<file path="config.mk">
export PLATFORM = sky130hd
export DESIGN_NAME = guarded_page_run_allocator
export DESIGN_NICKNAME = d
export VERILOG_FILES = /design/src/hw/rtl/gpra_pkg.sv /design/src/hw/rtl/guarded_page_run_allocator.sv /design/src/hw/rtl/gpra_cell.sv /design/src/hw/rtl/gpra_chain.sv /design/src/hw/rtl/gpra_ctrl.sv
export SDC_FILE = /design/constraint.sdc
export NUM_CORES = 2
export LEC_CHECK = 0
export BUFFER_PORTS_ARGS = -buffer_cell sky130_fd_sc_hd__clkbuf_2
export CORE_UTILIZATION = 63
export DETAILED_ROUTE_END_ITERATION = 10
export PLACE_DENSITY = 0.81
export SLEW_MARGIN = 20
export SYNTH_ARGS = -nofsm -noshare
export SYNTH_HDL_FRONTEND = slang
export SYNTH_SLANG_ARGS = --single-unit
</file>
<file path="constraint.sdc">
create_clock -name clk -period 6.6 [get_ports clk]
set_clock_uncertainty 0.1 [all_clocks]
set_input_delay 0.99 -clock clk [delete_from_list [all_inputs] [get_ports clk]]
set_output_delay 0.99 -clock clk [all_outputs]
set_load 0.1 [all_outputs]
</file>
<file path="src/hw/rtl/gpra_pkg.sv">
// Shared types and constants of the guarded page run allocator.
// No dependencies; used by gpra_chain, gpra_ctrl and the top level.
`default_nettype none

package gpra_pkg;

	localparam int NUM_PAGES_DEF   = 1024;
	localparam int GUARD_PAGES_DEF = 2;

	localparam int BYTE_W     = 26;
	localparam int PAGE_W     = 10;
	localparam int END_W      = 11;
	localparam int SHIFT_W    = 5;
	localparam int NEED_W     = 27;
	localparam int CFG_IDX_W  = 2;
	localparam int CFG_DATA_W = 11;

	localparam logic [PAGE_W-1:0]  WIN_FIRST_RST  = 10'd0;
	localparam logic [END_W-1:0]   WIN_END_RST    = 11'd1024;
	localparam logic [SHIFT_W-1:0] PAGE_SHIFT_RST = 5'd12;

	typedef enum logic [1:0] {
		STATUS_DONE     = 2'd0,
		STATUS_NO_SPACE = 2'd1,
		STATUS_BAD_FREE = 2'd2
	} status_t;

	typedef enum logic {
		REQ_ALLOC = 1'b0,
		REQ_FREE  = 1'b1
	} req_t;

	typedef enum logic [CFG_IDX_W-1:0] {
		CFG_WIN_FIRST  = 2'd0,
		CFG_WIN_END    = 2'd1,
		CFG_PAGE_SHIFT = 2'd2
	} cfg_idx_t;

	typedef enum logic [2:0] {
		ST_IDLE,
		ST_SCAN,
		ST_MARK,
		ST_FREE,
		ST_RESULT
	} state_t;

	typedef struct packed {
		logic shift;
		logic wr;
		logic wr_val;
	} ring_ctl_t;

endpackage

`default_nettype wire

</file>
<file path="src/hw/rtl/guarded_page_run_allocator.sv">
// Guarded page run allocator. The used bits of NUM_PAGES pages sit in a ring of cells that
// turns one page per cycle past a single head cell, where the sequencer reads and rewrites
// them. An allocate makes a full first-fit scan turn, then a full marking turn, then loads
// the result word into the output register and raises out_valid; the next request is taken
// once the sequencer is idle again. When no run fits, or the run is empty (no guard pages
// and a zero size), the marking turn is skipped; a zero-size allocate with guard pages still
// takes the marking turn. A free makes one clearing turn before its result word. A new
// request is taken while the previous result still waits in the output register; the one
// after it holds its result and stalls the input until that register empties.
// Depends on gpra_pkg, gpra_ctrl, gpra_chain and gpra_cell.
`default_nettype none

module guarded_page_run_allocator #(
	parameter int NUM_PAGES   = gpra_pkg::NUM_PAGES_DEF,
	parameter int GUARD_PAGES = gpra_pkg::GUARD_PAGES_DEF
) (
	input  wire                              clk,
	input  wire                              arst_n,
	input  wire                              cfg_we,
	input  wire  [gpra_pkg::CFG_IDX_W-1:0]   cfg_index,
	input  wire  [gpra_pkg::CFG_DATA_W-1:0]  cfg_data,
	input  wire                              in_valid,
	output logic                             in_stall,
	input  wire                              req_type,
	input  wire  [gpra_pkg::BYTE_W-1:0]      byte_count,
	input  wire  [gpra_pkg::PAGE_W-1:0]      start_page,
	output logic                             out_valid,
	input  wire                              out_stall,
	output logic [1:0]                       status,
	output logic [gpra_pkg::PAGE_W-1:0]      first_page
);

	gpra_pkg::ring_ctl_t ring_ctl;
	logic                head;

	gpra_ctrl #(
		.NUM_PAGES   (NUM_PAGES),
		.GUARD_PAGES (GUARD_PAGES)
	) u_ctrl (
		.clk        (clk),
		.arst_n     (arst_n),
		.cfg_we     (cfg_we),
		.cfg_index  (cfg_index),
		.cfg_data   (cfg_data),
		.in_valid   (in_valid),
		.in_stall   (in_stall),
		.req_type   (req_type),
		.byte_count (byte_count),
		.start_page (start_page),
		.out_valid  (out_valid),
		.out_stall  (out_stall),
		.status     (status),
		.first_page (first_page),
		.ring_ctl   (ring_ctl),
		.head       (head)
	);

	gpra_chain #(
		.NUM_PAGES (NUM_PAGES)
	) u_chain (
		.clk    (clk),
		.arst_n (arst_n),
		.ctl    (ring_ctl),
		.head   (head)
	);

endmodule

`default_nettype wire

</file>
<file path="src/hw/rtl/gpra_cell.sv">
// One cell of the page bitmap ring: holds the used bit of one page.
// No dependencies.
`default_nettype none

module gpra_cell (
	input  wire  clk,
	input  wire  arst_n,
	input  wire  shift,
	input  wire  d,
	output logic q
);

	logic bit_q;

	always_ff @(posedge clk or negedge arst_n) begin
		if (!arst_n) begin
			bit_q <= 1'b0;
		end else if (shift) begin
			bit_q <= d;
		end
	end

	assign q = bit_q;

endmodule

`default_nettype wire

</file>
<file path="src/hw/rtl/gpra_chain.sv">
// Ring of page cells that rotates one page per cycle past the head while shift is set.
// Depends on gpra_pkg and gpra_cell.
`default_nettype none

module gpra_chain #(
	parameter int NUM_PAGES = gpra_pkg::NUM_PAGES_DEF
) (
	input  wire                 clk,
	input  wire                 arst_n,
	input  gpra_pkg::ring_ctl_t ctl,
	output logic                head
);

	logic [NUM_PAGES-1:0] cell_q;
	logic                 head_new;

	assign head     = cell_q[0];
	assign head_new = ctl.wr ? ctl.wr_val : cell_q[0];

	for (genvar i = 0; i < NUM_PAGES; i++) begin : g_cell
		logic d;
		if (i == NUM_PAGES - 1) begin : g_tail
			assign d = head_new;
		end else begin : g_mid
			assign d = cell_q[i+1];
		end
		gpra_cell u_cell (
			.clk    (clk),
			.arst_n (arst_n),
			.shift  (ctl.shift),
			.d      (d),
			.q      (cell_q[i])
		);
	end

endmodule

`default_nettype wire

</file>
<file path="src/hw/rtl/gpra_ctrl.sv">
// Request sequencer: configuration, first-fit scan, mark and free passes, result word.
// Depends on gpra_pkg; drives the ring in gpra_chain.
`default_nettype none

module gpra_ctrl #(
	parameter int NUM_PAGES   = gpra_pkg::NUM_PAGES_DEF,
	parameter int GUARD_PAGES = gpra_pkg::GUARD_PAGES_DEF
) (
	input  wire                                  clk,
	input  wire                                  arst_n,
	input  wire                                  cfg_we,
	input  wire  [gpra_pkg::CFG_IDX_W-1:0]       cfg_index,
	input  wire  [gpra_pkg::CFG_DATA_W-1:0]      cfg_data,
	input  wire                                  in_valid,
	output logic                                 in_stall,
	input  wire                                  req_type,
	input  wire  [gpra_pkg::BYTE_W-1:0]          byte_count,
	input  wire  [gpra_pkg::PAGE_W-1:0]          start_page,
	output logic                                 out_valid,
	input  wire                                  out_stall,
	output logic [1:0]                           status,
	output logic [gpra_pkg::PAGE_W-1:0]          first_page,
	output gpra_pkg::ring_ctl_t                  ring_ctl,
	input  wire                                  head
);

	localparam int NW   = gpra_pkg::NEED_W;
	localparam int PW   = $clog2(NUM_PAGES);
	localparam int CW   = PW + 1;
	localparam int SW   = (CW > gpra_pkg::PAGE_W) ? CW : gpra_pkg::PAGE_W;
	localparam int LEAD = GUARD_PAGES / 2;

	localparam logic [NW-1:0] LEAD_N  = NW'(LEAD);
	localparam logic [NW-1:0] GUARD_N = NW'(GUARD_PAGES);
	localparam logic [NW-1:0] PAGES_N = NW'(NUM_PAGES);
	localparam logic [CW-1:0] LAST_P  = CW'(NUM_PAGES - 1);

	function automatic logic [NW-1:0] pages_for(
		input logic [gpra_pkg::BYTE_W-1:0]  b,
		input logic [gpra_pkg::SHIFT_W-1:0] sh
	);
		logic [31:0] w;
		logic [31:0] m;
		w = 32'(b);
		m = ~(32'hFFFF_FFFF << sh);
		return NW'(w >> sh) + NW'(|(w & m));
	endfunction

	gpra_pkg::state_t state_q, state_d;

	logic [gpra_pkg::PAGE_W-1:0]  win_first_q;
	logic [gpra_pkg::END_W-1:0]   win_end_q;
	logic [gpra_pkg::SHIFT_W-1:0] shift_q;

	logic [CW-1:0]               p_q, p_d;
	logic [CW-1:0]               run_q, run_d;
	logic [SW-1:0]               start_q, start_d;
	logic                        found_q, found_d;
	logic                        bad_q, bad_d;
	logic [NW-1:0]               need_q, need_d;
	logic [NW-1:0]               total_q, total_d;
	logic                        type_q, type_d;
	logic [gpra_pkg::PAGE_W-1:0] first_q, first_d;

	logic                        out_valid_q, out_valid_d;
	logic [1:0]                  status_q, status_d;
	logic [gpra_pkg::PAGE_W-1:0] first_page_q, first_page_d;

	logic [NW-1:0] need_in, total_in, lo, end_n, hi, pc, start_n, off, last_n;
	logic [NW-1:0] first_in, last_in;
	logic [CW-1:0] run_inc;
	logic [31:0]   fp_sum;
	logic          in_win, mark_hit, free_hit, last_step;

	always_ff @(posedge clk or negedge arst_n) begin
		if (!arst_n) begin
			win_first_q <= gpra_pkg::WIN_FIRST_RST;
			win_end_q   <= gpra_pkg::WIN_END_RST;
			shift_q     <= gpra_pkg::PAGE_SHIFT_RST;
		end else if (cfg_we) begin
			unique case (cfg_index)
				gpra_pkg::CFG_WIN_FIRST:  win_first_q <= cfg_data[gpra_pkg::PAGE_W-1:0];
				gpra_pkg::CFG_WIN_END:    win_end_q   <= cfg_data[gpra_pkg::END_W-1:0];
				gpra_pkg::CFG_PAGE_SHIFT: shift_q     <= cfg_data[gpra_pkg::SHIFT_W-1:0];
				default: begin
				end
			endcase
		end
	end

	always_ff @(posedge clk or negedge arst_n) begin
		if (!arst_n) begin
			state_q     <= gpra_pkg::ST_IDLE;
			out_valid_q <= 1'b0;
		end else begin
			state_q     <= state_d;
			out_valid_q <= out_valid_d;
		end
	end

	always_ff @(posedge clk) begin
		p_q          <= p_d;
		run_q        <= run_d;
		start_q      <= start_d;
		found_q      <= found_d;
		bad_q        <= bad_d;
		need_q       <= need_d;
		total_q      <= total_d;
		type_q       <= type_d;
		first_q      <= first_d;
		status_q     <= status_d;
		first_page_q <= first_page_d;
	end

	assign need_in  = pages_for(byte_count, shift_q);
	assign total_in = need_in + GUARD_N;
	assign lo       = NW'(win_first_q);
	assign end_n    = NW'(win_end_q);
	assign hi       = (end_n > PAGES_N) ? PAGES_N : end_n;
	assign first_in = NW'(start_page);
	assign last_in  = first_in + need_in;

	assign pc        = NW'(p_q);
	assign start_n   = NW'(start_q);
	assign off       = pc - start_n;
	assign last_n    = NW'(first_q) + need_q;
	assign run_inc   = run_q + CW'(1);
	assign in_win    = (pc >= lo) && (pc < hi);
	assign last_step = (p_q == LAST_P);
	assign mark_hit  = found_q && (pc >= start_n) && (off >= LEAD_N) && (off < LEAD_N + need_q);
	assign free_hit  = (need_q != '0) && (pc >= NW'(first_q)) && in_win && (pc < last_n);
	assign fp_sum    = 32'(start_q) + ((total_q != '0) ? 32'(LEAD) : 32'd0);

	always_comb begin
		state_d      = state_q;
		p_d          = p_q;
		run_d        = run_q;
		start_d      = start_q;
		found_d      = found_q;
		bad_d        = bad_q;
		need_d       = need_q;
		total_d      = total_q;
		type_d       = type_q;
		first_d      = first_q;
		out_valid_d  = out_valid_q && out_stall;
		status_d     = status_q;
		first_page_d = first_page_q;
		ring_ctl     = '0;

		unique case (state_q)
			gpra_pkg::ST_IDLE: begin
				if (in_valid) begin
					type_d  = req_type;
					first_d = start_page;
					need_d  = need_in;
					total_d = total_in;
					p_d     = '0;
					run_d   = '0;
					found_d = (total_in == '0);
					start_d = SW'(win_first_q);
					bad_d   = (need_in != '0) && ((first_in < lo) || (last_in > hi));
					state_d = (req_type == gpra_pkg::REQ_FREE) ? gpra_pkg::ST_FREE
						: gpra_pkg::ST_SCAN;
				end
			end
			gpra_pkg::ST_SCAN: begin
				ring_ctl.shift = 1'b1;
				if (!found_q && in_win) begin
					if (head) begin
						run_d = '0;
					end else begin
						if (run_q == '0) begin
							start_d = SW'(p_q);
						end
						run_d = run_inc;
						if (NW'(run_inc) >= total_q) begin
							found_d = 1'b1;
						end
					end
				end
				if (last_step) begin
					p_d     = '0;
					state_d = (found_d && total_q != '0) ? gpra_pkg::ST_MARK
						: gpra_pkg::ST_RESULT;
				end else begin
					p_d = p_q + CW'(1);
				end
			end
			gpra_pkg::ST_MARK: begin
				ring_ctl.shift  = 1'b1;
				ring_ctl.wr     = mark_hit;
				ring_ctl.wr_val = 1'b1;
				if (last_step) begin
					p_d     = '0;
					state_d = gpra_pkg::ST_RESULT;
				end else begin
					p_d = p_q + CW'(1);
				end
			end
			gpra_pkg::ST_FREE: begin
				ring_ctl.shift  = 1'b1;
				ring_ctl.wr     = free_hit;
				ring_ctl.wr_val = 1'b0;
				if (free_hit && !head) begin
					bad_d = 1'b1;
				end
				if (last_step) begin
					p_d     = '0;
					state_d = gpra_pkg::ST_RESULT;
				end else begin
					p_d = p_q + CW'(1);
				end
			end
			gpra_pkg::ST_RESULT: begin
				if (!out_valid_q || !out_stall) begin
					out_valid_d = 1'b1;
					if (type_q == gpra_pkg::REQ_FREE) begin
						status_d     = bad_q ? gpra_pkg::STATUS_BAD_FREE : gpra_pkg::STATUS_DONE;
						first_page_d = '0;
					end else if (found_q) begin
						status_d     = gpra_pkg::STATUS_DONE;
						first_page_d = fp_sum[gpra_pkg::PAGE_W-1:0];
					end else begin
						status_d     = gpra_pkg::STATUS_NO_SPACE;
						first_page_d = '0;
					end
					state_d = gpra_pkg::ST_IDLE;
				end
			end
			default: begin
				state_d = gpra_pkg::ST_IDLE;
			end
		endcase
	end

	assign in_stall   = (state_q != gpra_pkg::ST_IDLE);
	assign out_valid  = out_valid_q;
	assign status     = status_q;
	assign first_page = first_page_q;

endmodule

`default_nettype wire

</file>
==> impl_summary.log <==
INFO  metric cts_root_buf = sky130_fd_sc_hd__clkbuf_16
INFO  metric run_status = finished with violations
INFO  metric nFillCells = 5,947
INFO  metric dpl.hpwl = 61,100 um
INFO  metric final_cell_area = 0.0569 mm2
INFO  metric gp_congestion = 0.896
INFO  metric final_hold_viol_count = 0
INFO  metric post_synth_arst_share = 90.5%
INFO  metric syn_inst = ~5.8k
INFO  metric mappedNetlistNets = 5,947
INFO  metric power.clock.fraction = a little over a third
INFO  metric post_synth_instance_area = ~0.05 mm2
INFO  metric synth_flop_type = sky130_fd_sc_hd__dfrtp_1
INFO  metric die_h = 288 um
INFO  metric final-setup-viol-count = 0
INFO  metric design.die.area = around 0.083 mm2
INFO  metric core_region_area = around 0.081 mm2
INFO  metric routedWlPerCell = 14.5 um
INFO  metric cts_tree = done
INFO  metric finalPower = 0.0189 W
INFO  metric final.min_clock_period = 6.07 ns
INFO  metric cp_slowest_cell = sky130_fd_sc_hd__dfrtp_4
INFO  metric fmax_achieved = 165 MHz
INFO  metric vias_per_cell = 5.33
INFO  metric seq_area_frac_synth = 57.8%
INFO  metric synth.avg_cell_area = 8.94 um2
INFO  metric detail_route.iter0.violations = a little over 3k
INFO  metric worst_path_largest_cell_delay = 0.60 ns
INFO  metric route.vias.total = 36.9k
INFO  metric most_repeated_library_cell_on_the_critical_path = sky130_fd_sc_hd__a21oi_1
INFO  metric yosysWarningCount = 0
INFO  metric layout-drive-gt1-share = 7.60%
INFO  metric leading_cell_type_in_the_layout_fill_and_taps_excluded = sky130_fd_sc_hd__nand2_1
INFO  metric layout.cells.most_common_list = sky130_fd_sc_hd__nand2_1 (3,175), sky130_fd_sc_hd__dfrtp_1 (1,050), sky130_fd_sc_hd__ha_1 (138), sky130_fd_sc_hd__clkbuf_16 (112), sky130_fd_sc_hd__edfxtp_1 (111)
INFO  metric vias_in_the_first_global_route = 35.8k
INFO  metric worst_slew_pin_slew = roughly 1.2 ns
INFO  metric placedInstanceArea = 0.0530 mm2
INFO  metric globalRouteOverflowTotal = 0
INFO  metric cts.hold.buffers_added = 0
INFO  metric die_width = 288 um
INFO  metric p_seq_share = 41.3%
INFO  metric switching_share = 31.6%
INFO  metric grt_usage = 25.0%
INFO  metric antenna_violating_nets_post_route = 0
INFO  metric layout_worst_path_cycle_share = about nine tenths
INFO  metric numCtsBuffers = 110
INFO  metric worst_endpoint_data_arrival_time = 6.36 ns
INFO  metric antenna-diode-count = 0
INFO  metric end_kind = flop
INFO  metric crit_fanout = 15
INFO  metric power.density_cell_area = 332 mW/mm2
INFO  metric criticalPathCategory = flop to flop
INFO  metric setup.worst_path.start_class = flop
INFO  metric row_count = 104
INFO  metric comb_power_share = 23.5%
INFO  metric largest_net_degree_at_the_start_of_global_routing = 264
INFO  metric fin_cells = 6,915
INFO  metric cts_buffer_depth = 3
INFO  metric synthToLayoutAreaGrowth = 10.7%
INFO  metric post-route-drc-count = 6
INFO  metric failed_checks = design-rule violations
INFO  metric tritoncts_num_sinks = 1,165
INFO  metric detailedRoute.firstPassIterationCount = 9
INFO  metric ioPinCount = 69
INFO  metric grt_setup_unrepaired = no
INFO  metric drt_wl_total = approximately 100,000 um
INFO  metric maxSlewViolCount = 0
INFO  metric cts_htree_levels = 3
INFO  metric setup_total_negative_slack = 0 ns
INFO  metric endpoint_required_time_on_the_critical_path = 6.89 ns
INFO  metric yosys_register_bits = ~1.2k
INFO  metric grt_pass1_wl = 173,000 um
INFO  metric switch_pwr = 0.00598 W
INFO  metric maxSlewHeadroom = 23.1%
INFO  metric worstSkewPairLatency = 0.68 ns
INFO  metric number_of_enable_flip_flop_cells_after_synthesis = 111
INFO  metric clk_pin_slew = 0.06 ns
INFO  metric final_net_count = 5,957
INFO  metric grt_antenna_before_repair = 1
INFO  metric initial_utilization = 63.7%
INFO  metric irDropWorstVdd = roughly 330 uV
INFO  metric io_buffer_count = between 60 and 70
INFO  metric synth_cell_types = 96
INFO  metric place.detailed.instances = 6,707
INFO  metric max-cap-violations = 0
INFO  metric timing.hold.worst.class = input port to asynchronous set/reset pin
INFO  metric internal-power = about 0.013 W
INFO  metric leakagePower = a little over 30 nW
## flip-flops by register name (all words and copies together), names as in the netlist
signal                   cells
u_ctrl.first_q              10
u_ctrl.shift_q               5
u_ctrl.win_end_q            11
u_chain.g_cell.u_cell.q   1024
u_ctrl.status                2
u_ctrl.total_q              27
u_ctrl.bad_q                 1
u_ctrl.type_q                1
u_ctrl.start_q              11
u_ctrl.first_page           10
u_ctrl.p_q                  11
u_ctrl.need_q               26
u_ctrl.found_q               1
u_ctrl.out_valid             1
u_ctrl.win_first_q          10
u_ctrl.run_q                11
u_ctrl.state_q               3
## cell type report
class / count / area (um2) / area share, %
Timing Repair Buffer: 171 / 1330 / 2.33
Clock inverter: 47 / 686 / 1.20
Tap cell: 1060 / 1330 / 2.33
Inverter: 91 / 342 / 0.600
Sequential cell: 1165 / 29700 / 52.2
Multi-Input combinational cell: 4222 / 20300 / 35.7
Clock buffer: 159 / 3210 / 5.64
## cells by family after synthesis
group,after synthesis,share of synthesized area (%)
AO/OA/AOI/OAI,299,3.99
XOR/XNOR,120,2.07
adder cells (fa/ha/maj),143,3.51
buffers and inverters,364,2.80
flip-flops,1165,57.8
multiplexers,82,2.23
AND/OR/NAND/NOR,3578,27.6
## per-stage QoR
stage | worst slack [ns] | util (%) | hold slack (ns)
2_1_floorplan | 0.550 | - | 0.339
3_3_place_gp | 0.108 | 65.6 | 0.344
3_5_place_dp | 0.0771 | 65.7 | 0.347
4_1_cts | 0.347 | 70.5 | 0.224
5_1_grt | 0.0780 | 70.5 | 0.260
6_report | 0.533 | 70.5 | 0.189
## worst max-delay path, delay by kind of cell (launching register included)
family	cells	cell delay, ns
adder cells (fa/ha/maj)	4	1.10
XOR/XNOR	1	0.19
buffers and inverters	4	0.74
AO/OA/AOI/OAI	13	2.39
flip-flops	1	0.60
AND/OR/NAND/NOR	5	0.67
## power groups by stage
stage | sequential [W] | combinational [W] | clock, W
2_1_floorplan | 0.00781 | 0.00320 | 0
3_3_place_gp | 0.00793 | 0.00435 | 0
3_5_place_dp | 0.00794 | 0.00439 | 0
4_1_cts | 0.00781 | 0.00442 | 0.00680
5_1_grt | 0.00783 | 0.00496 | 0.00707
6_report | 0.00781 | 0.00443 | 0.00665
## final timing paths
check,start,end,slack (ns),cells after the start
hold reg to reg,u_chain.g_cell[891].u_cell.q$_DFFE_PN0P_,u_chain.g_cell[890].u_cell.q$_DFFE_PN0P_,0.35,2
setup / recovery,u_ctrl.shift_q[1]$_DFFE_PN0P_,u_ctrl.bad_q$_SDFFCE_PP1P_,0.53,27
setup reg to reg,u_ctrl.shift_q[1]$_DFFE_PN0P_,u_ctrl.bad_q$_SDFFCE_PP1P_,0.53,27
min in group clk,u_chain.g_cell[891].u_cell.q$_DFFE_PN0P_,u_chain.g_cell[890].u_cell.q$_DFFE_PN0P_,0.35,2
hold / removal,arst_n,u_chain.g_cell[179].u_cell.q$_DFFE_PN0P_,0.19,1
max in group asynchronous,arst_n,u_chain.g_cell[99].u_cell.q$_DFFE_PN0P_,4.76,2
## routing by layer
| metal | share of wire, % | GRT usage, % | vias to the layer above |
|---|---|---|---|
| li1 | - | - | 18300 |
| met1 | 46 | 36.7 | 17800 |
| met2 | 47 | 39.7 | 631 |
| met3 | 4.1 | 3.32 | 154 |
| met4 | 2.0 | 6.59 | 0 |
| met5 | 0 | 0 | - |
## synth_stat cells, types with 30 or more instances
cell type / number / area, um2
sky130_fd_sc_hd__a21o_1: 38 / 285
sky130_fd_sc_hd__a21oi_1: 59 / 295
sky130_fd_sc_hd__clkbuf_1: 227 / 852
sky130_fd_sc_hd__dfrtp_1: 1051 / 26300
sky130_fd_sc_hd__edfxtp_1: 111 / 3330
sky130_fd_sc_hd__ha_1: 138 / 1730
sky130_fd_sc_hd__inv_1: 87 / 327
sky130_fd_sc_hd__mux2i_1: 30 / 300
sky130_fd_sc_hd__nand2_1: 3175 / 11900
sky130_fd_sc_hd__nand3_1: 54 / 270
sky130_fd_sc_hd__nor2_1: 91 / 342
sky130_fd_sc_hd__nor3_1: 44 / 220
sky130_fd_sc_hd__o21ai_0: 56 / 280
sky130_fd_sc_hd__xnor2_1: 78 / 683
sky130_fd_sc_hd__xor2_1: 40 / 350
## repair_timing
action	in CTS	in global routing
gates resized for setup	0	2
endpoints found under the setup margin	0	1
setup buffers	0	1
Note: power is estimated with default switching activity, not from simulation.
